`config.mk`:
```
export PLATFORM = sky130hd
export DESIGN_NAME = fifo_with_keyed_removal_unit
export DESIGN_NICKNAME = d
export VERILOG_FILES = /design/src/hdl/fwkr_pkg.sv /design/src/hdl/fwkr_cell.sv /design/src/hdl/fifo_with_keyed_removal_unit.sv
export SDC_FILE = /design/constraint.sdc
export NUM_CORES = 2
export LEC_CHECK = 0
export BUFFER_PORTS_ARGS = -buffer_cell sky130_fd_sc_hd__buf_4
export CAP_MARGIN = 20
export CORE_MARGIN = 8
export CORE_UTILIZATION = 46
export DETAILED_ROUTE_END_ITERATION = 8
export GPL_TIMING_DRIVEN = 0
export HOLD_SLACK_MARGIN = 0.1
export PLACE_DENSITY = 0.71
export SKIP_LAST_GASP = 1
export SLEW_MARGIN = 20
export SYNTH_ARGS = -nofsm -noshare
export SYNTH_HDL_FRONTEND = slang
export SYNTH_SLANG_ARGS = --single-unit
```
`constraint.sdc`:
```
create_clock -name clk_i -period 6.84 [get_ports clk_i]
set_input_delay 1.368 -clock clk_i [delete_from_list [all_inputs] [get_ports clk_i]]
set_output_delay 1.368 -clock clk_i [all_outputs]
set_load 0.02 [all_outputs]
```
`src/hdl/fwkr_pkg.sv`:
```
// Package with the shared constants, codes and types of the keyed-removal FIFO.
`default_nettype none

package fwkr_pkg;

  // Queue geometry and field widths.
  localparam int unsigned QUEUE_DEPTH   = 16;
  localparam int unsigned ID_BITS       = 16;
  localparam int unsigned DURATION_BITS = 16;
  localparam int unsigned IDX_W         = $clog2(QUEUE_DEPTH);
  localparam int unsigned CNT_W         = $clog2(QUEUE_DEPTH + 1);

  // Command codes.
  typedef enum logic [1:0] {
    CMD_PUSH       = 2'd0,
    CMD_POP        = 2'd1,
    CMD_REMOVE_KEY = 2'd2,
    CMD_MAX        = 2'd3
  } cmd_e;

  // Result status codes.
  typedef enum logic [1:0] {
    ST_OK        = 2'd0,
    ST_FULL      = 2'd1,
    ST_EMPTY     = 2'd2,
    ST_NOT_FOUND = 2'd3
  } status_e;

  // Command beat.
  typedef struct packed {
    cmd_e                     command;
    logic [ID_BITS-1:0]       item_id;
    logic [DURATION_BITS-1:0] duration;
  } in_t;

  // Result beat.
  typedef struct packed {
    status_e                  status;
    logic [ID_BITS-1:0]       out_id;
    logic [DURATION_BITS-1:0] out_duration;
    logic [CNT_W-1:0]         fill_level;
  } out_t;

  // Search token that travels down the row of cells, one cell per cycle.
  typedef struct packed {
    logic                     active;
    logic                     found;
    logic                     has_best;
    logic [ID_BITS-1:0]       best_id;
    logic [DURATION_BITS-1:0] best_dur;
  } tok_t;

  // Controls broadcast from the sequencer to every cell.
  typedef struct packed {
    logic                     push;
    logic                     shift_all;
    logic                     shift_marked;
    logic [CNT_W-1:0]         count;
    logic [DURATION_BITS-1:0] key;
    logic [ID_BITS-1:0]       push_id;
    logic [DURATION_BITS-1:0] push_dur;
  } cell_ctrl_t;

endpackage

`default_nettype wire

```
`src/hdl/fwkr_cell.sv`:
```
// One queue slot: holds a record, shifts toward the head and evaluates the search token.
`default_nettype none

module fwkr_cell (
  input  wire logic                              clk_i,
  input  wire logic                              rst_ni,
  input  wire logic [fwkr_pkg::IDX_W-1:0]         idx_i,
  input  wire fwkr_pkg::cell_ctrl_t              ctrl_i,
  input  wire fwkr_pkg::tok_t                    tok_i,
  input  wire logic [fwkr_pkg::ID_BITS-1:0]       nxt_id_i,
  input  wire logic [fwkr_pkg::DURATION_BITS-1:0] nxt_dur_i,
  output fwkr_pkg::tok_t                         tok_o,
  output logic [fwkr_pkg::ID_BITS-1:0]            id_o,
  output logic [fwkr_pkg::DURATION_BITS-1:0]      dur_o
);
  import fwkr_pkg::*;

  logic [ID_BITS-1:0]       id_q;
  logic [DURATION_BITS-1:0] dur_q;
  logic                     mark_q, mark_d;
  tok_t                     tok_q, tok_d;
  logic                     occupied;
  logic                     hit;
  logic                     take;

  // The slot holds a record when its position is below the fill count.
  assign occupied = (CNT_W'(idx_i) < ctrl_i.count);

  // Record storage: written by a push at the tail, or takes the younger neighbor on a shift.
  always_ff @(posedge clk_i) begin
    if (ctrl_i.push && (CNT_W'(idx_i) == ctrl_i.count)) begin
      id_q  <= ctrl_i.push_id;
      dur_q <= ctrl_i.push_dur;
    end else if (ctrl_i.shift_all || (ctrl_i.shift_marked && mark_q)) begin
      id_q  <= nxt_id_i;
      dur_q <= nxt_dur_i;
    end
  end

  // Token evaluation: first key match and oldest greatest duration.
  always_comb begin
    tok_d  = tok_i;
    mark_d = mark_q;
    hit    = occupied && !tok_i.found && (dur_q == ctrl_i.key);
    take   = occupied && (!tok_i.has_best || (dur_q > tok_i.best_dur));
    if (tok_i.active) begin
      tok_d.found = tok_i.found || hit;
      mark_d      = occupied && (tok_i.found || hit);
      if (take) begin
        tok_d.has_best = 1'b1;
        tok_d.best_id  = id_q;
        tok_d.best_dur = dur_q;
      end
    end
  end

  // Token stage and removal mark.
  always_ff @(posedge clk_i or negedge rst_ni) begin
    if (!rst_ni) begin
      tok_q  <= '0;
      mark_q <= 1'b0;
    end else begin
      tok_q  <= tok_d;
      mark_q <= mark_d;
    end
  end

  assign tok_o = tok_q;
  assign id_o  = id_q;
  assign dur_o = dur_q;

endmodule

`default_nettype wire

```
`src/hdl/fifo_with_keyed_removal_unit.sv`:
```
// Top level of the keyed-removal FIFO: command sequencer and the row of slot cells.
// Push and pop need no scan: the result strobe comes in the cycle after the command beat.
// Keyed removal and max query send a token through all QUEUE_DEPTH cells, one per cycle;
// their result is registered once the token leaves the last cell, with busy high until then.
// An empty queue answers any command but push without a scan, in the cycle after the beat.
// Reset empties the queue and clears the sequencer; results are never stalled.
`default_nettype none

module fifo_with_keyed_removal_unit (
  input  wire logic            clk_i,
  input  wire logic            rst_ni,
  input  wire logic            start,
  output logic                 busy,
  input  wire fwkr_pkg::in_t   in_i,
  output logic                 res_valid_o,
  output fwkr_pkg::out_t       result_o
);
  import fwkr_pkg::*;

  localparam logic S_IDLE = 1'b0;
  localparam logic S_SCAN = 1'b1;

  logic                     state_q, state_d;
  logic [CNT_W-1:0]         count_q, count_d;
  cmd_e                     cmd_q;
  logic [DURATION_BITS-1:0] key_q;
  logic                     launch_q;
  logic                     res_valid_q, res_valid_d;
  out_t                     res_q, res_d;
  logic                     accept;
  logic                     is_empty;
  logic                     is_full;
  logic                     scan_done;
  cell_ctrl_t               ctrl;

  tok_t                     tok_w [QUEUE_DEPTH+1];
  logic [ID_BITS-1:0]       id_w  [QUEUE_DEPTH+1];
  logic [DURATION_BITS-1:0] dur_w [QUEUE_DEPTH+1];

  assign accept    = start && !busy;
  assign is_empty  = (count_q == '0);
  assign is_full   = (count_q == CNT_W'(QUEUE_DEPTH));
  assign scan_done = (state_q == S_SCAN) && tok_w[QUEUE_DEPTH].active;
  assign busy      = (state_q == S_SCAN);

  // Token entering the head cell in the cycle after a scan command.
  always_comb begin
    tok_w[0]        = '0;
    tok_w[0].active = launch_q;
  end

  // Nothing younger than the last cell.
  assign id_w[QUEUE_DEPTH]  = '0;
  assign dur_w[QUEUE_DEPTH] = '0;

  // Sequencer: decode the command beat and finish scans.
  always_comb begin
    state_d           = state_q;
    count_d           = count_q;
    res_valid_d       = 1'b0;
    res_d             = '0;
    ctrl              = '0;
    ctrl.count        = count_q;
    ctrl.key          = key_q;
    ctrl.push_id      = in_i.item_id;
    ctrl.push_dur     = in_i.duration;
    if (accept) begin
      res_valid_d = 1'b1;
      case (in_i.command)
        CMD_PUSH: begin
          if (is_full) begin
            res_d.status = ST_FULL;
          end else begin
            ctrl.push    = 1'b1;
            count_d      = count_q + CNT_W'(1);
            res_d.status = ST_OK;
          end
        end
        CMD_POP: begin
          if (is_empty) begin
            res_d.status = ST_EMPTY;
          end else begin
            ctrl.shift_all     = 1'b1;
            count_d            = count_q - CNT_W'(1);
            res_d.status       = ST_OK;
            res_d.out_id       = id_w[0];
            res_d.out_duration = dur_w[0];
          end
        end
        default: begin
          if (is_empty) begin
            res_d.status = ST_EMPTY;
          end else begin
            res_valid_d = 1'b0;
            state_d     = S_SCAN;
          end
        end
      endcase
      res_d.fill_level = count_d;
    end else if (scan_done) begin
      state_d     = S_IDLE;
      res_valid_d = 1'b1;
      if (cmd_q == CMD_MAX) begin
        res_d.status       = ST_OK;
        res_d.out_id       = tok_w[QUEUE_DEPTH].best_id;
        res_d.out_duration = tok_w[QUEUE_DEPTH].best_dur;
      end else if (tok_w[QUEUE_DEPTH].found) begin
        ctrl.shift_marked = 1'b1;
        count_d           = count_q - CNT_W'(1);
        res_d.status      = ST_OK;
      end else begin
        res_d.status = ST_NOT_FOUND;
      end
      res_d.fill_level = count_d;
    end
  end

  // Control registers.
  always_ff @(posedge clk_i or negedge rst_ni) begin
    if (!rst_ni) begin
      state_q     <= S_IDLE;
      count_q     <= '0;
      launch_q    <= 1'b0;
      res_valid_q <= 1'b0;
    end else begin
      state_q     <= state_d;
      count_q     <= count_d;
      launch_q    <= accept && (state_d == S_SCAN);
      res_valid_q <= res_valid_d;
    end
  end

  // Command, key and result payload registers.
  always_ff @(posedge clk_i) begin
    if (accept) begin
      cmd_q <= in_i.command;
      key_q <= in_i.duration;
    end
    res_q <= res_d;
  end

  // Row of slot cells, head at index zero.
  for (genvar gi = 0; gi < QUEUE_DEPTH; gi++) begin : g_cell
    fwkr_cell u_cell (
      .clk_i     (clk_i),
      .rst_ni    (rst_ni),
      .idx_i     (IDX_W'(gi)),
      .ctrl_i    (ctrl),
      .tok_i     (tok_w[gi]),
      .nxt_id_i  (id_w[gi+1]),
      .nxt_dur_i (dur_w[gi+1]),
      .tok_o     (tok_w[gi+1]),
      .id_o      (id_w[gi]),
      .dur_o     (dur_w[gi])
    );
  end

  assign res_valid_o = res_valid_q;
  assign result_o    = res_q;

  // The fill count never passes the queue depth.
  assert property (@(posedge clk_i) disable iff (!rst_ni)
    count_q <= CNT_W'(QUEUE_DEPTH))
    else $error("fill count above queue depth");

  // Ending a scan always delivers its result in the same cycle that busy falls.
  assert property (@(posedge clk_i) disable iff (!rst_ni)
    $fell(busy) |-> res_valid_o)
    else $error("scan ended without a result");

  // The token leaves the last cell only while a scan is in progress.
  assert property (@(posedge clk_i) disable iff (!rst_ni)
    tok_w[QUEUE_DEPTH].active |-> (state_q == S_SCAN))
    else $error("stray search token");

  // A full report comes only with a full queue.
  assert property (@(posedge clk_i) disable iff (!rst_ni)
    (res_valid_o && (result_o.status == ST_FULL)) |->
      (result_o.fill_level == CNT_W'(QUEUE_DEPTH)))
    else $error("full status with room left");

  // The fill count moves by at most one per cycle.
  assert property (@(posedge clk_i) disable iff (!rst_ni)
    (count_q == $past(count_q)) || (count_q == $past(count_q) + CNT_W'(1)) ||
    (count_q == $past(count_q) - CNT_W'(1)))
    else $error("fill count jumped");

endmodule

`default_nettype wire

```
; ---- Word-level counts from Yosys, hierarchy flattened
; Index checks and enable logic that the tools add are counted.
; W data, S select, Z words.
[totals]
in_bits = 37
elab_cells = 527
output_inout_bits = 41
ff_bits = 1152
[op_classes]
muxes = 129
n_lt_le_gt_ge = 31
eq_ne = 34
add_sub_neg = 2
reduce_logical = 194
[ops]
columns = operator, n
row1 = $mux W16, 63
row2 = $mux W34, 16
row3 = $mux W33, 16
row4 = $eq A16 B16 Y1, 16
row5 = $gt A16 B16 Y1, 15
row6 = $logic_and A1 B1 Y1, 97
row7 = $mux W32, 3
row8 = $mux W39, 2
row9 = $logic_or A1 B1 Y1, 46
row10 = $eq A4 B5 Y1 const A, 8
row11 = $lt A4 B5 Y1 const A, 8
row12 = $reduce_bool A2 Y1, 17
row13 = $logic_not A1 Y1, 31
row14 = $mux W5, 6
row15 = $eq A3 B5 Y1 const A, 4
row16 = $lt A3 B5 Y1 const A, 4
row17 = $mux W1, 17
row18 = $eq A2 B5 Y1 const A, 2
row19 = $lt A1 B5 Y1 const A, 2
row20 = $lt A2 B5 Y1 const A, 2
row21 = $mux W2, 5
row22 = $pmux W5 S2, 1
row23 = $add A5 B1 Y5 const B, 1
row24 = $eq A1 B5 Y1 const A, 1
row25 = other kinds (7), 7

; ---- Longest topological paths before layout
[depth]
ltp_word = 8
ltp_mapped = 9
mapped_depth_nobuf = 7

; ---- Modules after synthesis
; A second synthesis with hierarchy kept.
[hier_totals]
hier_cells = 6229
hier_area_um2 = 68385.6
[by_module_without_submodules]
columns = mod, area_each_um2, instances, seq_area_each_um2, cells_each
row1 = fwkr_cell (g_cell[0].u_cell ...), 4206.5, 8, 1861.8, 394
row2 = fwkr_cell (g_cell[2].u_cell ...), 4025.1, 8, 1861.8, 359
row3 = fifo_with_keyed_removal_unit, 2532.4, 1, 1521.5, 205

; ---- Worst setup path after synthesis
; Ideal clock, no wire load.
[synth_timing]
kind = input-to-reg
start = input port in_i[32] in the netlist's numbering
end = register g_cell[10].u_cell.dur_q[0] (enable)
t_arrival_ps = 3118
setup_ps = 561
slack_ps = 3161
cell_stages = 7
required_ps = 6279
path_buffers = 3
path_cell_list = buf_2 nor2_1 and3_1 buf_2 nand3b_2 buf_2 nand3_1
[synth_between]
elab_chain_cells = 5
elab_cells_between_ends = 8
classes_between = eq/ne: 1 / mux: 3 / reduce/logical: 4
[synth_rtl]
columns = item, line_no
row1 = "start, declared", fifo_with_keyed_removal_unit.sv:14  ; input wire fwkr_pkg::in_t in_i,
row2 = $eq A2 B1 Y1 or $logic_not A2 Y1 (tied branches), fifo_with_keyed_removal_unit.sv:69  ; case (in_i.command)
row3 = $mux W1, fifo_with_keyed_removal_unit.sv:69
row4 = $mux W2 (*), fifo_with_keyed_removal_unit.sv:67  ; if (accept) begin
row5 = $logic_or A1 B1 Y1 or $logic_and A1 B1 Y1 (tied branches), "fwkr_cell.sv:34, fwkr_cell.sv:31"
row6 = $reduce_bool A2 Y1 (no source line) (*), --
row7 = "end signal, assigned", fwkr_cell.sv:33  ; dur_q <= ctrl_i.push_dur;
row8 = "end signal, assigned", fwkr_cell.sv:36  ; dur_q <= nxt_dur_i;
row9 = "end, declared", fwkr_cell.sv:19  ; logic [DURATION_BITS-1:0] dur_q;
; Mark *: on every way between the ends. The rest lies on a longest branch, timed or not.
; A chain may end at the register's enable or synchronous reset.

; ---- Worst setup path after layout
[layout_timing]
start = register count_q[0]
end = register g_cell[1].u_cell.id_q[10] (enable)
[layout_between]
elab_chain_cells = 6
elab_cells_between_ends = 11
classes_between = eq/ne: 2 / mux: 5 / reduce/logical: 4
[layout_rtl]
columns = item, line_no
row1 = "start, declared", fifo_with_keyed_removal_unit.sv:24  ; logic [CNT_W-1:0] count_q, count_d;
row2 = "start signal, assigned", fifo_with_keyed_removal_unit.sv:127  ; count_q <= count_d;
row3 = $eq A5 B5 Y1 or $logic_not A5 Y1 (tied branches), "fifo_with_keyed_removal_unit.sv:42, fifo_with_keyed_removal_unit.sv:41"
row4 = "$mux W1, on equally long branches", "fifo_with_keyed_removal_unit.sv:71, fifo_with_keyed_removal_unit.sv:80"
row5 = $mux W1, fifo_with_keyed_removal_unit.sv:69
row6 = $mux W2, fifo_with_keyed_removal_unit.sv:67
row7 = $logic_and A1 B1 Y1 or $logic_or A1 B1 Y1 (tied branches), "fwkr_cell.sv:31, fwkr_cell.sv:34"
row8 = $reduce_bool A2 Y1 (no source line) (*), --
row9 = "end signal, assigned", fwkr_cell.sv:32  ; id_q <= ctrl_i.push_id;
row10 = "end signal, assigned", fwkr_cell.sv:35  ; id_q <= nxt_id_i;
row11 = "end, declared", fwkr_cell.sv:18  ; logic [ID_BITS-1:0] id_q;
; Marks and branches as above.

==> metrics.md <==
| Metric | Value |
|---|---|
| Worst r2r src | `count_q[0]` |
| Critical path's most frequent cell | `buf_2` |
| First DRT Iteration DRCs | `5546` |
| Most frequent cells in the layout | `mux2_2 (684), dfrtp_1 (583), edfxtp_1 (530)` |
| Worst Hold Class | `reg2reg` |
| Comb pwr share | `25.8%` |
| Detailed Routing Iterations Pass 1 | `6` |
| Yosys cell types | `76` |
| # hold bufs at CTS | `0` |
| WHS | `0.396 ns` |
| Max-cap viol count | `0` |
| First-pass GRT wire length | `284 mm` |
| # nets final | `5129` |
| Reg power frac | `44.0%` |
| DRC Markers | `0` |
| Hold Startpoint | `launch_q` |
| P&R area growth vs syn | `12.4%` |
| Clock Tree Buf Depth | `3` |
| Crit path kind | `reg2reg` |
| Data required time of the critical path | `7.26 ns` |
| Crit path max fanout | `17` |
| Internal Power | `14.6 mW` |
| Detailed Route WL | `200 mm` |
| Buffers added on ports | `77` |
| Total congestion overflow | `0` |
| Critical path origin | `count_q[0]` |
| Cell taking the most area after synthesis | `edfxtp_1` |
| Avg Inst Size Synth | `12.5 um2` |
| CTS tree | `built` |
| Die Ht | `371 um` |
| Syn_nets | `4913` |
| FMAX | `0.245 GHz` |
| Psw | `7.40 mW` |
| Filler instances | `10700` |
| Io pins | `78` |
| Power Dens Cells | `338 nW/um2` |
| Gpl congestion | `1.02` |
| # clock sinks | `1152` |
| Buffer count from post-CTS setup fixing | `0` |
| DR vias/cell | `6.22` |
| Initial antenna violation count | `9` |
| Seq/Total Area, Yosys | `54.0%` |
| R2R depth | `9` |
| Final Hold Viols | `0` |
| Worst skew pair latency | `0.75 ns` |
| Post-route insts no fill | `6612` |
| RSZ-0062 raised after global routing | `no` |
| Max-slew headroom | `16.9%` |
| Clock transition at the registers of the reported paths | `0.07 ns` |
| Vias post-DR | `41100` |
| Largest net degree at the start of global routing | `98` |
| Resize count post-CTS | `0` |
| Mapped cell area | `57900 um2` |
| Fraction of layout cells with a size suffix above 1 | `23.3%` |
| Final Cycle Share | `59.6%` |
| Final Slew Violations | `0` |
| Arrival time worst endpoint | `4.50 ns` |
| CORE AREA | `125000 um2` |
| CTS Buf Count | `118` |
| Asr flop ratio synth | `50.6%` |
| Site row count | `130` |
| Die Footprint | `137000 um2` |
| Crit end category | `flop` |
| Max IR drop VDD | `0.240 mV` |
| Clk pwr share | `30.3%` |
| Worst-path cell chain | `buf_2, inv_1, ha_1, and4bb_2, nor4_4, nand3_1, buf_2, nand3_2, buf_12` |
| Seq cells post-synth | `1152` |
| Minimum clock period | `4.08 ns` |
| GRT Total Usage | `28.3%` |
| Wire per inst | `30.2 um` |
| Switching fraction of total power | `33.6%` |
| Die width | `371 um` |
| Vias in the first global route | `40200` |
| Post-layout utilization of the core | `52.0%` |
| Status | `completed` |
| Max stage delay on crit path | `0.63 ns` |
| Commonest non-fill, non-tap cell in the layout | `mux2_2` |
| H-tree lvl count | `3` |
| Post-synth EDFFs | `530` |
| Final setup fails | `0` |
| Starting density of the core | `46.2%` |
| Startpoint types | `flop` |
| LEAKAGE | `26.4 nW` |
| Placed insts | `6377` |
| Routed Antenna Nets | `0` |
| Clk root buf | `clkbuf_16` |
| Top-area cell type share of the netlist area | `27.5%` |
| Top FF cell, synth | `dfrtp_1` |
| Worst-margin pin slew | `1.25 ns` |
| Ys Warns | `0` |
| Worst Clk Skew | `0.0517 ns` |
| Post-Syn Instances | `4631` |
| Detailed-placement wirelength estimate | `145 mm` |
| Hold depth | `0` |
| Dominant cells by area after synthesis | `edfxtp_1 (27%), dfrtp_1 (25%), mux2_2 (13%)` |
| Slowest cell on crit path | `nand3_1` |
-- Yosys cell counts (10+ instances only) --
master,count
a21o_1,26
a21oi_1,99
a22o_1,32
a32oi_1,192
and2_1,33
and3_1,49
buf_1,10
buf_2,98
buf_4,22
buf_6,10
clkbuf_1,190
dfrtp_1,583
dfxtp_1,39
edfxtp_1,530
ha_1,245
inv_1,472
mux2_1,51
mux2_2,684
nand2_1,115
nand2b_1,24
nand3_1,28
nand4_1,89
nor2_1,38
nor2b_1,24
nor3_1,27
nor4_1,135
nor4b_1,102
o211ai_1,10
o21ai_0,80
o21ai_1,21
o31ai_1,194
xnor2_1,99
xor2_1,161
-- worst max-delay path: cells and delay by family (launching register included) --
family	cells	cell delay, ns
adders and majority gates	1	0.38
DFF	1	0.49
buffers and inverters	4	1.22
and+or+nand+nor	4	1.65
-- cell type report --
type / count / area (um2) / area share [%]
flip-flops and latches: 1152 / 31300 / 48.1
multi-input cells: 2676 / 23400 / 35.9
clock buffers: 172 / 3450 / 5.31
well taps: 1650 / 2060 / 3.17
inverters: 472 / 1770 / 2.72
plain buffers: 331 / 1540 / 2.36
repair buffers: 96 / 1030 / 1.59
clock inverters: 54 / 544 / 0.836
diodes: 9 / 22.5 / 0.0346
-- routing by layer --
layer / global-route usage, % / vias to the layer above / share of wire, %
met4: 10.3 / 0 / 4.1
met3: 7.55 / 428 / 11
met1: 39.4 / 20800 / 41
li1: - / 17600 / -
met2: 42.6 / 2289 / 44
met5: 0 / - / 0
-- path summary, 6_finish.rpt --
path                            slack (ns)                          to
worst max-delay path                  2.76   g_cell[1].u_cell.id_o[10]
max in group asynchronous             4.95  g_cell[13].u_cell.tok_o[9]
worst min register to register        0.40  g_cell[0].u_cell.tok_o[34]
worst min-delay path                  0.40  g_cell[0].u_cell.tok_o[34]
worst max register to register        2.76   g_cell[1].u_cell.id_o[10]
min in group asynchronous             0.45  g_cell[3].u_cell.tok_o[21]
-- per-stage QoR --
stage | setup TNS (ns) | cell area [um2] | power, mW | setup slack [ns]
final | 0 | 65100 | 22.0 | 2.76
after global routing | 0 | 65000 | 22.8 | 2.67
after CTS | 0 | 65000 | 21.9 | 2.92
after detailed placement | 0 | 61100 | 15.3 | 2.54
after global placement | -1265.85 | 60500 | 15.1 | -2.25
after floorplan | 0 | 57900 | 12.9 | 3.16
-- cells by family (layout without fill, tap and decap cells) --
| family | count (synthesis) | after routing | share of synthesized area, % |
|---|---|---|---|
| mux | 735 | 735 | 14.3 |
| flops | 1152 | 1152 | 54.0 |
| fa+ha+maj | 245 | 245 | 5.29 |
| simple gates | 703 | 703 | 7.47 |
| xor+xnor | 260 | 260 | 3.93 |
| compound gates | 733 | 733 | 9.29 |
| other cells | 0 | 9 | 0 |
| buf+inv | 803 | 1125 | 5.69 |
-- power by group through the flow --
stage | Clock, mW | Combinational (mW) | Sequential [mW]
after floorplan | 0 | 3.65 | 9.28
after global placement | 0 | 5.34 | 9.76
final | 6.66 | 5.67 | 9.67
after detailed placement | 0 | 5.51 | 9.76
after global routing | 6.96 | 6.11 | 9.75
after CTS | 6.70 | 5.55 | 9.63
-- sequential cells by signal, indices dropped and copies added, names as in the netlist --
register	flops
busy	1
cmd_q	2
count_q	5
g_cell.u_cell.dur_o	256
g_cell.u_cell.id_o	256
g_cell.u_cell.mark_q	16
g_cell.u_cell.tok_o	559
key_q	16
launch_q	1
res_valid_o	1
result_o	39
Note: power is estimated with default switching activity, not from simulation.
